`src/design/ica_pkg.sv`:
```
package ica_pkg;

  localparam int SAMPLE_W  = 32;
  localparam int SUM_W     = 48;
  localparam int CNT_W     = 16;
  localparam int NCH_CFG_W = 5;
  localparam int CH_OUT_W  = 4;
  localparam int CFG_IDX_W = 2;
  localparam int CFG_DAT_W = 16;

  localparam logic [CFG_IDX_W-1:0] REG_NUM_CHANNELS        = 2'd0;
  localparam logic [CFG_IDX_W-1:0] REG_SAMPLES_PER_CHANNEL = 2'd1;

  typedef struct packed {
    logic load;
    logic acc;
    logic div_start;
    logic out_load;
    logic cfg_wr;
  } ica_cmd_t;

  typedef struct packed {
    logic final_round;
    logic div_done;
    logic out_free;
  } ica_sts_t;

endpackage

```
`src/design/ica_div.sv`:
```
module ica_div (
  input  logic                          clk,
  input  logic                          rst_n,
  input  logic                          start,
  input  logic [ica_pkg::SUM_W-1:0]     dividend,
  input  logic [ica_pkg::CNT_W-1:0]     divisor,
  output logic                          done,
  output logic [ica_pkg::SAMPLE_W-1:0]  quotient
);
  import ica_pkg::*;

  localparam int STEP_W = $clog2(SAMPLE_W);

  logic                busy_r, busy_nxt;
  logic                done_r, done_nxt;
  logic [STEP_W-1:0]   step_r, step_nxt;
  logic [CNT_W-1:0]    div_r, div_nxt;
  logic [CNT_W-1:0]    rem_r, rem_nxt;
  logic [SAMPLE_W-1:0] q_r, q_nxt;
  logic [CNT_W:0]      shifted;
  logic [CNT_W+1:0]    diff;
  logic                ge;

  // The quotient always fits in the sample width, so the upper part of the
  // dividend is already a valid partial remainder.
  assign shifted = {rem_r, q_r[SAMPLE_W-1]};
  assign diff    = {1'b0, shifted} - {2'b00, div_r};
  assign ge      = ~diff[CNT_W+1];

  always_comb begin
    busy_nxt = busy_r;
    done_nxt = 1'b0;
    step_nxt = step_r;
    div_nxt  = div_r;
    rem_nxt  = rem_r;
    q_nxt    = q_r;
    if (start) begin
      busy_nxt = 1'b1;
      step_nxt = '0;
      div_nxt  = divisor;
      rem_nxt  = dividend[SUM_W-1:SAMPLE_W];
      q_nxt    = dividend[SAMPLE_W-1:0];
    end else if (busy_r) begin
      rem_nxt  = ge ? diff[CNT_W-1:0] : shifted[CNT_W-1:0];
      q_nxt    = {q_r[SAMPLE_W-2:0], ge};
      step_nxt = step_r + 1'b1;
      if (step_r == STEP_W'(SAMPLE_W - 1)) begin
        busy_nxt = 1'b0;
        done_nxt = 1'b1;
      end
    end
  end

  always_ff @(posedge clk) begin
    if (!rst_n) begin
      busy_r <= 1'b0;
      done_r <= 1'b0;
      step_r <= '0;
    end else begin
      busy_r <= busy_nxt;
      done_r <= done_nxt;
      step_r <= step_nxt;
    end
  end

  always_ff @(posedge clk) begin
    div_r <= div_nxt;
    rem_r <= rem_nxt;
    q_r   <= q_nxt;
  end

  assign done     = done_r;
  assign quotient = q_r;

endmodule

```
`src/design/ica_dp.sv`:
```
module ica_dp #(
  parameter int MAX_CHANNELS = 16
) (
  input  logic                           clk,
  input  logic                           rst_n,
  input  logic [ica_pkg::CFG_IDX_W-1:0]  cfg_index,
  input  logic [ica_pkg::CFG_DAT_W-1:0]  cfg_data,
  input  logic [ica_pkg::SAMPLE_W-1:0]   in_sample,
  input  ica_pkg::ica_cmd_t              cmd,
  output ica_pkg::ica_sts_t              sts,
  input  logic                           out_stall,
  output logic                           out_valid,
  output logic [ica_pkg::CH_OUT_W-1:0]   out_channel,
  output logic [ica_pkg::SAMPLE_W-1:0]   out_average,
  output logic                           out_last
);
  import ica_pkg::*;

  localparam int CH_W  = (MAX_CHANNELS > 1) ? $clog2(MAX_CHANNELS) : 1;
  localparam int NW_A  = $clog2(MAX_CHANNELS + 1);
  localparam int NW    = (NW_A > NCH_CFG_W) ? NW_A : NCH_CFG_W;

  logic [NCH_CFG_W-1:0]    nch_r;
  logic [CNT_W-1:0]        spc_r;
  logic [CH_W-1:0]         ch_r;
  logic [CNT_W-1:0]        round_r;
  logic [CH_W-1:0]         cur_ch_r;
  logic [SAMPLE_W-1:0]     sample_r;
  logic [SUM_W-1:0]        rd_data_r;
  logic                    rd_vld_r;
  logic [MAX_CHANNELS-1:0] sum_vld_r;
  logic [CH_W-1:0]         ch_hold_r;
  logic                    last_hold_r;
  logic                    out_valid_r;
  logic [CH_OUT_W-1:0]     out_channel_r;
  logic [SAMPLE_W-1:0]     out_average_r;
  logic                    out_last_r;

  logic [SUM_W-1:0]        sum_mem [MAX_CHANNELS];

  logic [NW-1:0]           eff_nch;
  logic [NW-1:0]           nch_ext;
  logic [CNT_W-1:0]        eff_cnt;
  logic [CH_W-1:0]         ch_sel;
  logic                    final_round;
  logic [SUM_W-1:0]        sum_nxt;
  logic [NW-1:0]           ch_inc;
  logic                    wrap;
  logic [CH_W+CH_OUT_W-1:0] ch_ext;
  logic                    div_done;
  logic [SAMPLE_W-1:0]     quotient;

  assign nch_ext = NW'(nch_r);
  assign eff_nch = (nch_ext == '0) ? NW'(1) :
                   (nch_ext > NW'(MAX_CHANNELS)) ? NW'(MAX_CHANNELS) : nch_ext;
  assign eff_cnt = (spc_r == '0) ? CNT_W'(1) : spc_r;
  assign ch_sel  = (NW'(ch_r) >= eff_nch) ? '0 : ch_r;

  assign final_round = ({1'b0, round_r} + 1'b1) >= {1'b0, eff_cnt};
  assign sum_nxt     = (rd_vld_r ? rd_data_r : '0) + SUM_W'(sample_r);
  assign ch_inc      = NW'(cur_ch_r) + 1'b1;
  assign wrap        = ch_inc >= eff_nch;
  assign ch_ext      = {{CH_OUT_W{1'b0}}, ch_hold_r};

  always_ff @(posedge clk) begin
    if (!rst_n) begin
      nch_r     <= NCH_CFG_W'(1);
      spc_r     <= CNT_W'(1);
      ch_r      <= '0;
      round_r   <= '0;
      sum_vld_r <= '0;
    end else if (cmd.cfg_wr) begin
      case (cfg_index)
        REG_NUM_CHANNELS:        nch_r <= cfg_data[NCH_CFG_W-1:0];
        REG_SAMPLES_PER_CHANNEL: spc_r <= cfg_data;
        default:                 ;
      endcase
      if (cfg_index == REG_NUM_CHANNELS || cfg_index == REG_SAMPLES_PER_CHANNEL) begin
        ch_r      <= '0;
        round_r   <= '0;
        sum_vld_r <= '0;
      end
    end else if (cmd.acc) begin
      sum_vld_r[cur_ch_r] <= ~final_round;
      if (wrap) begin
        ch_r    <= '0;
        round_r <= final_round ? '0 : round_r + 1'b1;
      end else begin
        ch_r <= CH_W'(ch_inc);
      end
    end
  end

  always_ff @(posedge clk) begin
    if (cmd.load) begin
      sample_r  <= in_sample;
      cur_ch_r  <= ch_sel;
      rd_data_r <= sum_mem[ch_sel];
      rd_vld_r  <= sum_vld_r[ch_sel];
    end
    if (cmd.acc) begin
      sum_mem[cur_ch_r] <= sum_nxt;
      ch_hold_r         <= cur_ch_r;
      last_hold_r       <= (ch_inc == eff_nch);
    end
  end

  ica_div u_div (
    .clk      (clk),
    .rst_n    (rst_n),
    .start    (cmd.div_start),
    .dividend (sum_nxt),
    .divisor  (eff_cnt),
    .done     (div_done),
    .quotient (quotient)
  );

  always_ff @(posedge clk) begin
    if (!rst_n) begin
      out_valid_r <= 1'b0;
    end else if (cmd.out_load) begin
      out_valid_r <= 1'b1;
    end else if (!out_stall) begin
      out_valid_r <= 1'b0;
    end
  end

  always_ff @(posedge clk) begin
    if (cmd.out_load) begin
      out_channel_r <= ch_ext[CH_OUT_W-1:0];
      out_average_r <= quotient;
      out_last_r    <= last_hold_r;
    end
  end

  assign sts.final_round = final_round;
  assign sts.div_done    = div_done;
  assign sts.out_free    = ~out_valid_r | ~out_stall;

  assign out_valid   = out_valid_r;
  assign out_channel = out_channel_r;
  assign out_average = out_average_r;
  assign out_last    = out_last_r;

`ifndef ASSERT_OFF
  a_load_when_free: assert property (@(posedge clk) disable iff (!rst_n)
    cmd.out_load |-> (!out_valid_r || !out_stall))
    else $error("Result register overwritten while its request is still stalled.");

  a_round_in_range: assert property (@(posedge clk) disable iff (!rst_n)
    $past(cmd.acc) |-> ({1'b0, round_r} < {1'b0, eff_cnt}))
    else $error("Round count reached the block length.");

  a_div_after_final: assert property (@(posedge clk) disable iff (!rst_n)
    cmd.div_start |-> (cmd.acc && final_round))
    else $error("Divider started outside the final round.");
`endif

endmodule

```
`src/design/ica_ctrl.sv`:
```
module ica_ctrl (
  input  logic              clk,
  input  logic              rst_n,
  input  logic              in_valid,
  output logic              in_stall,
  input  logic              cfg_valid,
  output logic              cfg_ready,
  input  ica_pkg::ica_sts_t sts,
  output ica_pkg::ica_cmd_t cmd
);
  import ica_pkg::*;

  localparam logic [1:0] S_IDLE = 2'd0;
  localparam logic [1:0] S_ACC  = 2'd1;
  localparam logic [1:0] S_DIV  = 2'd2;
  localparam logic [1:0] S_OUT  = 2'd3;

  logic [1:0] state_r, state_nxt;
  logic       idle;

  assign idle      = (state_r == S_IDLE);
  assign in_stall  = ~idle;
  assign cfg_ready = idle & ~in_valid;

  always_comb begin
    state_nxt     = state_r;
    cmd.load      = 1'b0;
    cmd.acc       = 1'b0;
    cmd.div_start = 1'b0;
    cmd.out_load  = 1'b0;
    cmd.cfg_wr    = cfg_valid & cfg_ready;
    case (state_r)
      S_IDLE: begin
        if (in_valid) begin
          cmd.load  = 1'b1;
          state_nxt = S_ACC;
        end
      end
      S_ACC: begin
        cmd.acc = 1'b1;
        if (sts.final_round) begin
          cmd.div_start = 1'b1;
          state_nxt     = S_DIV;
        end else begin
          state_nxt = S_IDLE;
        end
      end
      S_DIV: begin
        if (sts.div_done) begin
          state_nxt = S_OUT;
        end
      end
      S_OUT: begin
        if (sts.out_free) begin
          cmd.out_load = 1'b1;
          state_nxt    = S_IDLE;
        end
      end
      default: state_nxt = S_IDLE;
    endcase
  end

  always_ff @(posedge clk) begin
    if (!rst_n) begin
      state_r <= S_IDLE;
    end else begin
      state_r <= state_nxt;
    end
  end

`ifndef ASSERT_OFF
  a_accept_to_acc: assert property (@(posedge clk) disable iff (!rst_n)
    (in_valid && !in_stall) |=> (state_r == S_ACC))
    else $error("Accepted request did not move on to accumulation.");

  a_final_to_div: assert property (@(posedge clk) disable iff (!rst_n)
    (state_r == S_ACC && sts.final_round) |=> (state_r == S_DIV))
    else $error("Final round did not start a division.");

  a_done_in_div: assert property (@(posedge clk) disable iff (!rst_n)
    sts.div_done |-> (state_r == S_DIV))
    else $error("Divider finished while the controller was not waiting for it.");
`endif

endmodule

```
`src/design/interleaved_channel_averager.sv`:
```
// Averages an interleaved sample stream per channel. Samples arrive for
// channels 0 to num_channels-1 in turn, each added into that channel's
// 48-bit sum. In the final round of a block, each channel's sample yields
// one result with the truncated mean of that block, the channel number and
// a last flag on the final channel, and the sum starts over. Each sample
// first reads its channel's sum from the sum memory, then adds to it and
// writes it back. A sample of the final round also runs through the 32 steps
// of the bit-serial divider. A finished result waits in an output register
// while the next sample is accepted. Any write to num_channels or
// samples_per_channel restarts the block with all sums at zero; the port
// takes writes only while no sample is in flight.
module interleaved_channel_averager #(
  parameter int MAX_CHANNELS = 16
) (
  input  logic                           clk,
  input  logic                           rst_n,
  input  logic                           cfg_valid,
  output logic                           cfg_ready,
  input  logic [ica_pkg::CFG_IDX_W-1:0]  cfg_index,
  input  logic [ica_pkg::CFG_DAT_W-1:0]  cfg_data,
  input  logic                           in_valid,
  output logic                           in_stall,
  input  logic [ica_pkg::SAMPLE_W-1:0]   in_sample,
  output logic                           out_valid,
  input  logic                           out_stall,
  output logic [ica_pkg::CH_OUT_W-1:0]   out_channel,
  output logic [ica_pkg::SAMPLE_W-1:0]   out_average,
  output logic                           out_last
);
  import ica_pkg::*;

  ica_cmd_t cmd;
  ica_sts_t sts;

  ica_ctrl u_ctrl (
    .clk       (clk),
    .rst_n     (rst_n),
    .in_valid  (in_valid),
    .in_stall  (in_stall),
    .cfg_valid (cfg_valid),
    .cfg_ready (cfg_ready),
    .sts       (sts),
    .cmd       (cmd)
  );

  ica_dp #(
    .MAX_CHANNELS (MAX_CHANNELS)
  ) u_dp (
    .clk         (clk),
    .rst_n       (rst_n),
    .cfg_index   (cfg_index),
    .cfg_data    (cfg_data),
    .in_sample   (in_sample),
    .cmd         (cmd),
    .sts         (sts),
    .out_stall   (out_stall),
    .out_valid   (out_valid),
    .out_channel (out_channel),
    .out_average (out_average),
    .out_last    (out_last)
  );

endmodule
```
`config.mk`:
```
export PLATFORM = sky130hd
export DESIGN_NAME = interleaved_channel_averager
export DESIGN_NICKNAME = d
export VERILOG_FILES = /design/src/design/ica_pkg.sv /design/src/design/ica_div.sv /design/src/design/ica_dp.sv /design/src/design/ica_ctrl.sv /design/src/design/interleaved_channel_averager.sv
export SDC_FILE = /design/constraint.sdc
export NUM_CORES = 1
export LEC_CHECK = 0
export BUFFER_PORTS_ARGS = -buffer_cell sky130_fd_sc_hd__buf_2
export CAP_MARGIN = 30
export CORE_MARGIN = 8
export CORE_UTILIZATION = 67
export DETAILED_ROUTE_END_ITERATION = 8
export PLACE_DENSITY = 0.87
export SLEW_MARGIN = 20
export SYNTH_ARGS = -nofsm -noshare
export SYNTH_HDL_FRONTEND = slang
export SYNTH_SLANG_ARGS = --single-unit
```
`constraint.sdc`:
```
create_clock -name clk -period 9 [get_ports clk]
set_input_delay 1.8 -clock clk [delete_from_list [all_inputs] [get_ports clk]]
set_output_delay 1.8 -clock clk [all_outputs]
set_load 0.05 [all_outputs]
```
* After elaboration in Yosys (flattened, before gate mapping)
Memories as Yosys holds them, arrays and structs flattened. A register that Yosys moved wholly into a read port is not among the register bits. Index checks and enable logic that the tools add are counted.
Word-level totals: input port bits 55, register bits 210, RAM bits 768, memories kept 1, word-level logic and storage cells 118, output and inout bits 40
Memories:
- u_dp.sum_mem | depth 16, width 48, read ports 1, clocked after Yosys merged registers in 1, write ports 1, RTL line ica_dp.sv:39 | logic [SUM_W-1:0] sum_mem [MAX_CHANNELS];
Operators by class: equality and inequality tests 11, multiplexer cells 45, reductions and logical operators 16, $lt $le $gt $ge 7, $add $sub $neg 6, bitwise gates (word level) 11
Operator list (number):
- 16-bit 2-to-1 mux | 11
- 32-bit 2-to-1 mux | 2
- 48-bit by 32-bit adder with 48-bit output | 1
- 48-bit 2-to-1 mux | 1
- 4-bit 2-to-1 mux | 5
- 17-bit by 16-bit subtractor with 18-bit output | 1
- 16-bit by 1-bit adder with 17-bit output, second input constant | 1
- 17-bit by 16-bit >= comparator with 1-bit output | 1
- 16-bit by 1-bit adder with 16-bit output, second input constant | 1
- 16-bit bitwise mux | 1
- 16-bit logical NOT | 1
- 1-bit 2-to-1 mux | 15
- 4-bit by 5-bit < comparator with 1-bit output, second input constant | 2
- 2-bit 2-to-1 mux | 5
- 5-bit 2-to-1 mux | 2
- 1-bit inverter | 8
- 2-bit one-hot mux with 4 select lines | 1
- 2-bit by 1-bit inequality test with 1-bit output, second input constant | 3
- 2-bit AND reduction | 3
- 3-bit AND reduction | 2
- 2-bit nonzero test | 3
- 4-bit by 1-bit adder with 5-bit output, second input constant | 1
- 5-bit by 1-bit adder with 5-bit output, second input constant | 1
- 5-bit equality test | 1
- other kinds (18) | 23

* Logic depth before layout (Yosys ltp)
depth in word-level cells 7, mapped depth 20

* Hierarchy
Synthesis repeated with hierarchy kept, for this count alone.
Unflattened totals: cells, all modules 2912, area total of the unflattened synthesis 43508.0 um^2
Modules (own cells, without submodules):
- ica_dp | area an instance 39425.3 um^2, times used 1, cells an instance 2568
- ica_div | area an instance 3942.5 um^2, times used 1, cells an instance 327
- ica_ctrl | area an instance 140.1 um^2, times used 1, cells an instance 17

* Least setup slack after synthesis
OpenSTA, ideal clock, no wires.
path kind input -> register, start input port in_valid, end register u_dp.cur_ch_r[0], enable pin, slack 3.086 ns, arrival 5.383 ns, setup time 0.531 ns, stages 2, required time 8.469 ns, cells stage by stage inv_1 > nor2_1
RTL lines:
- start, declared | RTL line interleaved_channel_averager.sv:21 | input logic in_valid,
- end signal, assigned | RTL line ica_dp.sv:97 | cur_ch_r <= ch_sel;
- end, declared | RTL line ica_dp.sv:27 | logic [CH_W-1:0] cur_ch_r;

* Worst setup path in the final report
start register u_dp.round_r[2], end register u_dp.u_div.rem_r[6] (data pin)
Between the ends: word-level cells in the longest chain between the ends 5
RTL lines:
- start, declared | RTL line ica_dp.sv:26 | logic [CNT_W-1:0] round_r;
- start signal, assigned | RTL line ica_dp.sv:87 | round_r <= final_round ? '0 : round_r + 1'b1;
- 16-bit by 1-bit adder with 17-bit output | RTL line ica_dp.sv:59 | assign final_round = ({1'b0, round_r} + 1'b1) >= {1'b0, eff_cnt};
- 17-bit by 16-bit >= comparator with 1-bit output | RTL line ica_dp.sv:59
- 1-bit 2-to-1 mux | RTL line ica_ctrl.sv:41 | if (sts.final_round) begin
- 2-bit 2-to-1 mux | RTL line ica_ctrl.sv:32 | case (state_r)
- 16-bit 2-to-1 mux | RTL line ica_div.sv:37 | if (start) begin
- named net u_dp.u_div.rem_nxt[6] | RTL line ica_div.sv:18 | logic [CNT_W-1:0] rem_r, rem_nxt;
- end signal, assigned | RTL line ica_div.sv:68 | rem_r <= rem_nxt;
- end, declared | RTL line ica_div.sv:18
The timed path passes the listed nets, and every way through them passes these cells. A chain may end at the register's enable or synchronous reset.

==> impl_metrics.env <==
export IMPL_setup_viol=0
export IMPL_diodes=0
export IMPL_tightest_slew_ns=1.08
export IMPL_min_to="u_dp.out_channel[1]"
export IMPL_cts_buffers=99
export IMPL_p_int_uw=8430
export IMPL_core_area_um2=64200
export IMPL_fin_crit_ns=5.10
export IMPL_clockBufferDepth=3
export IMPL_combinationalPowerShare=0.107
export IMPL_ys_seq_elements=1026
export IMPL_dieArea_um2=73100
export IMPL_yosysWarnings=0
export IMPL_yosysTopAreaCell="edfxtp_1"
export IMPL_wl_met1_um=41100
export IMPL_root_buffer="clkbuf_16"
export IMPL_clk_latency_ns=0.67
export IMPL_reg2reg_slack_ns=3.90
export IMPL_pwr_share_seq=0.510
export IMPL_grt_max_degree=81
export IMPL_fin_setup_tns_ns=0
export IMPL_p_sw_frac=0.243
export IMPL_die_h_um=270
export IMPL_syn_inst=2877
export IMPL_path_clk_slew_ns=0.07
export IMPL_grt_ovfl_total=0
export IMPL_avgSynthCellArea_um2=15.1
export IMPL_clkPwrFrac=0.383
export IMPL_rows=93
export IMPL_status="complete, no violations"
export IMPL_area_delta_synth_final_pct=12.3
export IMPL_synth_top_flop_cell="edfxtp_1"
export IMPL_yosysUniqueCellTypes=78
export IMPL_crit_family="simple AND/OR/NAND/NOR gates"
export IMPL_path_buf_inv=3
export IMPL_cp_required_ns=9.36
export IMPL_synth_top_area_share=0.664
export IMPL_layout_drive_gt1_share=0.178
export IMPL_wire_per_inst_um=29.3
export IMPL_grt_pass1_wl_um=170000
export IMPL_critical_path_class="register to register"
export IMPL_cts_max_level=3
export IMPL_critPathSlowestCell="buf_4"
export IMPL_timing_hold_ws_ns=0.421
export IMPL_drv_slew=0
export IMPL_maxCapViolCount=0
export IMPL_synthesis_area_um2=43300
export IMPL_worstHoldStart="u_dp.ch_hold_r[1]"
export IMPL_seq_area_frac_synth=0.695
export IMPL_synthTopCellsByArea="edfxtp_1, mux2i_1, dfxtp_1, mux2_2, mux4_2"
export IMPL_async_flop_share=0
export IMPL_drt_first_pass_iters=8
export IMPL_drt_iter0_markers=3919
export IMPL_antenna_found_initial=0
export IMPL_start_util=0.675
export IMPL_synth_edf_count=959
export IMPL_finalClockSkew_ns=0.0339
export IMPL_rsz0062_at_grt="no"
export IMPL_maxSlewHeadroom=0.281
export IMPL_num_vias=27401
export IMPL_route_met3_wl_um=13300
export IMPL_hold_buffers=0
export IMPL_top_layer="met4"
export IMPL_worstHoldPathType="register to register"
export IMPL_vdd_drop_max_mv=0.184
export IMPL_r2r_end="u_dp.u_div.rem_r[6]"
export IMPL_powerDensity_nw_per_um2=229
export IMPL_r2r_start="u_dp.round_r[2]"
export IMPL_startpoint_type="register"
export IMPL_fin_crit_sh=0.566
export IMPL_cts_setup_buffers=0
export IMPL_nNetsFinal=3131
export IMPL_viasPerCell=6.97
export IMPL_gp_congestion=0.946
export IMPL_syn_nets=3014
export IMPL_p_leak_uw=0.0160
export IMPL_hold_viol=0
export IMPL_final_cell_mix="edfxtp_1, nand2_1, mux2i_1"
export IMPL_switchingPower_uw=2700
export IMPL_grt_pass1_vias=27452
export IMPL_drcViolationCount=0
export IMPL_wl_met2_um=55400
export IMPL_fp_dieW_um=270
export IMPL_critPathMaxStageDelay_ns=0.52
export IMPL_crit_chain="and3_1, and3_1, nand2_1, or2_2, nor2_1, nand3_1, xnor2_1, ha_1, nor2b_1, a311oi_1, o221a_2, o21ai_0, nand2_2, buf_4, inv_2, buf_4, a211oi_1, a41oi_1"
export IMPL_cts_sinks=1026
export IMPL_layout_commonest_cell="edfxtp_1"
export IMPL_postRouteAntennaNets=0
export IMPL_ctsResizeCount=0
export IMPL_r2r_cells=18
export IMPL_grt_usage=0.306
export IMPL_worstPathMaxFanout=62
export IMPL_numPortBuffers=94
export IMPL_fmax_mhz=196
export IMPL_cts_tree="done"
export IMPL_io_pins=95
export IMPL_cp_arrival_ns=5.45
export IMPL_place_hpwl_um=63200
export IMPL_crit_path_end_kind="register"
export IMPL_route_final_wire_length_um=115000
export IMPL_holdPathStages=0
[layer usage]
layer,global-route usage,vias up
li1,-,11305
met1,0.398,13392
met2,0.496,2282
met3,0.0579,422
met4,0.154,0
met5,0,-
[worst register-to-register path, cell delays in order (launching register included)]
cell      delay, ns
dfxtp_1        0.40
and3_1         0.22
and3_1         0.27
nand2_1        0.07
or2_2          0.32
nor2_1         0.22
nand3_1        0.13
xnor2_1        0.20
ha_1           0.27
nor2b_1        0.13
a311oi_1       0.33
o221a_2        0.29
o21ai_0        0.24
nand2_2        0.12
buf_4          0.52
inv_2          0.15
buf_4          0.42
a211oi_1       0.43
a41oi_1        0.08
[worst max-delay path by stage]
stage,endpoint,from,slack [ns],cells after the start
final,u_dp.u_div.rem_r[6],u_dp.round_r[2],3.90,18
after global routing,u_dp.u_div.rem_r[6],u_dp.round_r[0],3.59,17
after CTS,u_dp.u_div.rem_r[6],u_dp.round_r[0],4.04,17
after detailed placement,u_dp.u_div.rem_r[6],u_dp.round_r[0],4.08,17
after global placement,u_dp.u_div.rem_r[6],u_dp.round_r[0],4.26,17
after floorplan,u_dp.cur_ch_r[0],in_valid,3.09,2
[final cells by class]
type,count,area (µm²)
clock buffers,117,2650
clock inverters,66,691
fillers,3515,15600
inverters,55,208
multi-input cells,1632,12600
flip-flops and latches,1026,30100
well taps,855,1070
repair buffers,180,1280
[sequential cells by signal, indices dropped and copies added (netlist names), 5 cells and up, named ones only]
signal,flops
u_dp.u_div.div_r,16
u_dp.rd_data_r,48
u_dp.u_div.rem_r,16
u_dp.nch_ext,5
u_dp.out_average,32
u_dp.sum_mem,768
u_dp.spc_r,16
u_dp.u_div.quotient,32
u_dp.u_div.step_r,5
u_dp.sample_r,32
u_dp.sum_vld_r,16
u_dp.round_r,16
[cells by family (layout without fill, tap and decap cells)]
kind of cell	after synthesis	count (layout)	share of synthesized area
flip-flops	1026	1026	0.695
AND/OR/NAND/NOR	619	619	0.0662
AO/OA/AOI/OAI	499	499	0.0790
multiplexers	366	366	0.102
buffers and inverters	219	418	0.0196
adder cells (fa/ha/maj)	82	82	0.0240
XOR/XNOR	66	66	0.0133
[cell usage after synthesis (all sizes together) (6+ instances only)]
cell type,instances
mux4,51
nand2,280
nand4,12
nor3,19
ha,80
o21a,17
and3,14
nor4,6
nor2b,29
a32o,8
o22ai,6
nor2,85
a211oi,8
a22oi,9
o211ai,106
clkbuf,136
xnor2,40
a21o,26
nand3,79
xor2,26
buf,28
mux2i,203
a21oi,129
dfxtp,67
mux2,112
nand2b,15
a21boi,23
a31oi,7
and2,58
inv,54
o221ai,47
o21ai,69
edfxtp,959
[per-stage QoR]
step | setup slack, ns | cells | util | total power [µW] | instance area [µm²]
2_1_floorplan | 3.09 | 2877 | - | 6470 | 43300
3_3_place_gp | 4.26 | 3708 | 0.697 | 6790 | 44800
3_5_place_dp | 4.08 | 3738 | 0.703 | 6880 | 45100
4_1_cts | 4.04 | 3921 | 0.755 | 11100 | 48500
5_1_grt | 3.59 | 3931 | 0.758 | 11400 | 48700
6_report | 3.90 | 3931 | 0.758 | 11100 | 48700
[power by group through the flow]
stage	sequential, µW	clock, µW	combinational, µW
final	5670	4270	1190
after CTS	5670	4280	1130
after global routing	5670	4460	1260
after detailed placement	5760	0	1110
after floorplan	5730	0	741
after global placement	5760	0	1020
(Power assumes the default switching activity.)
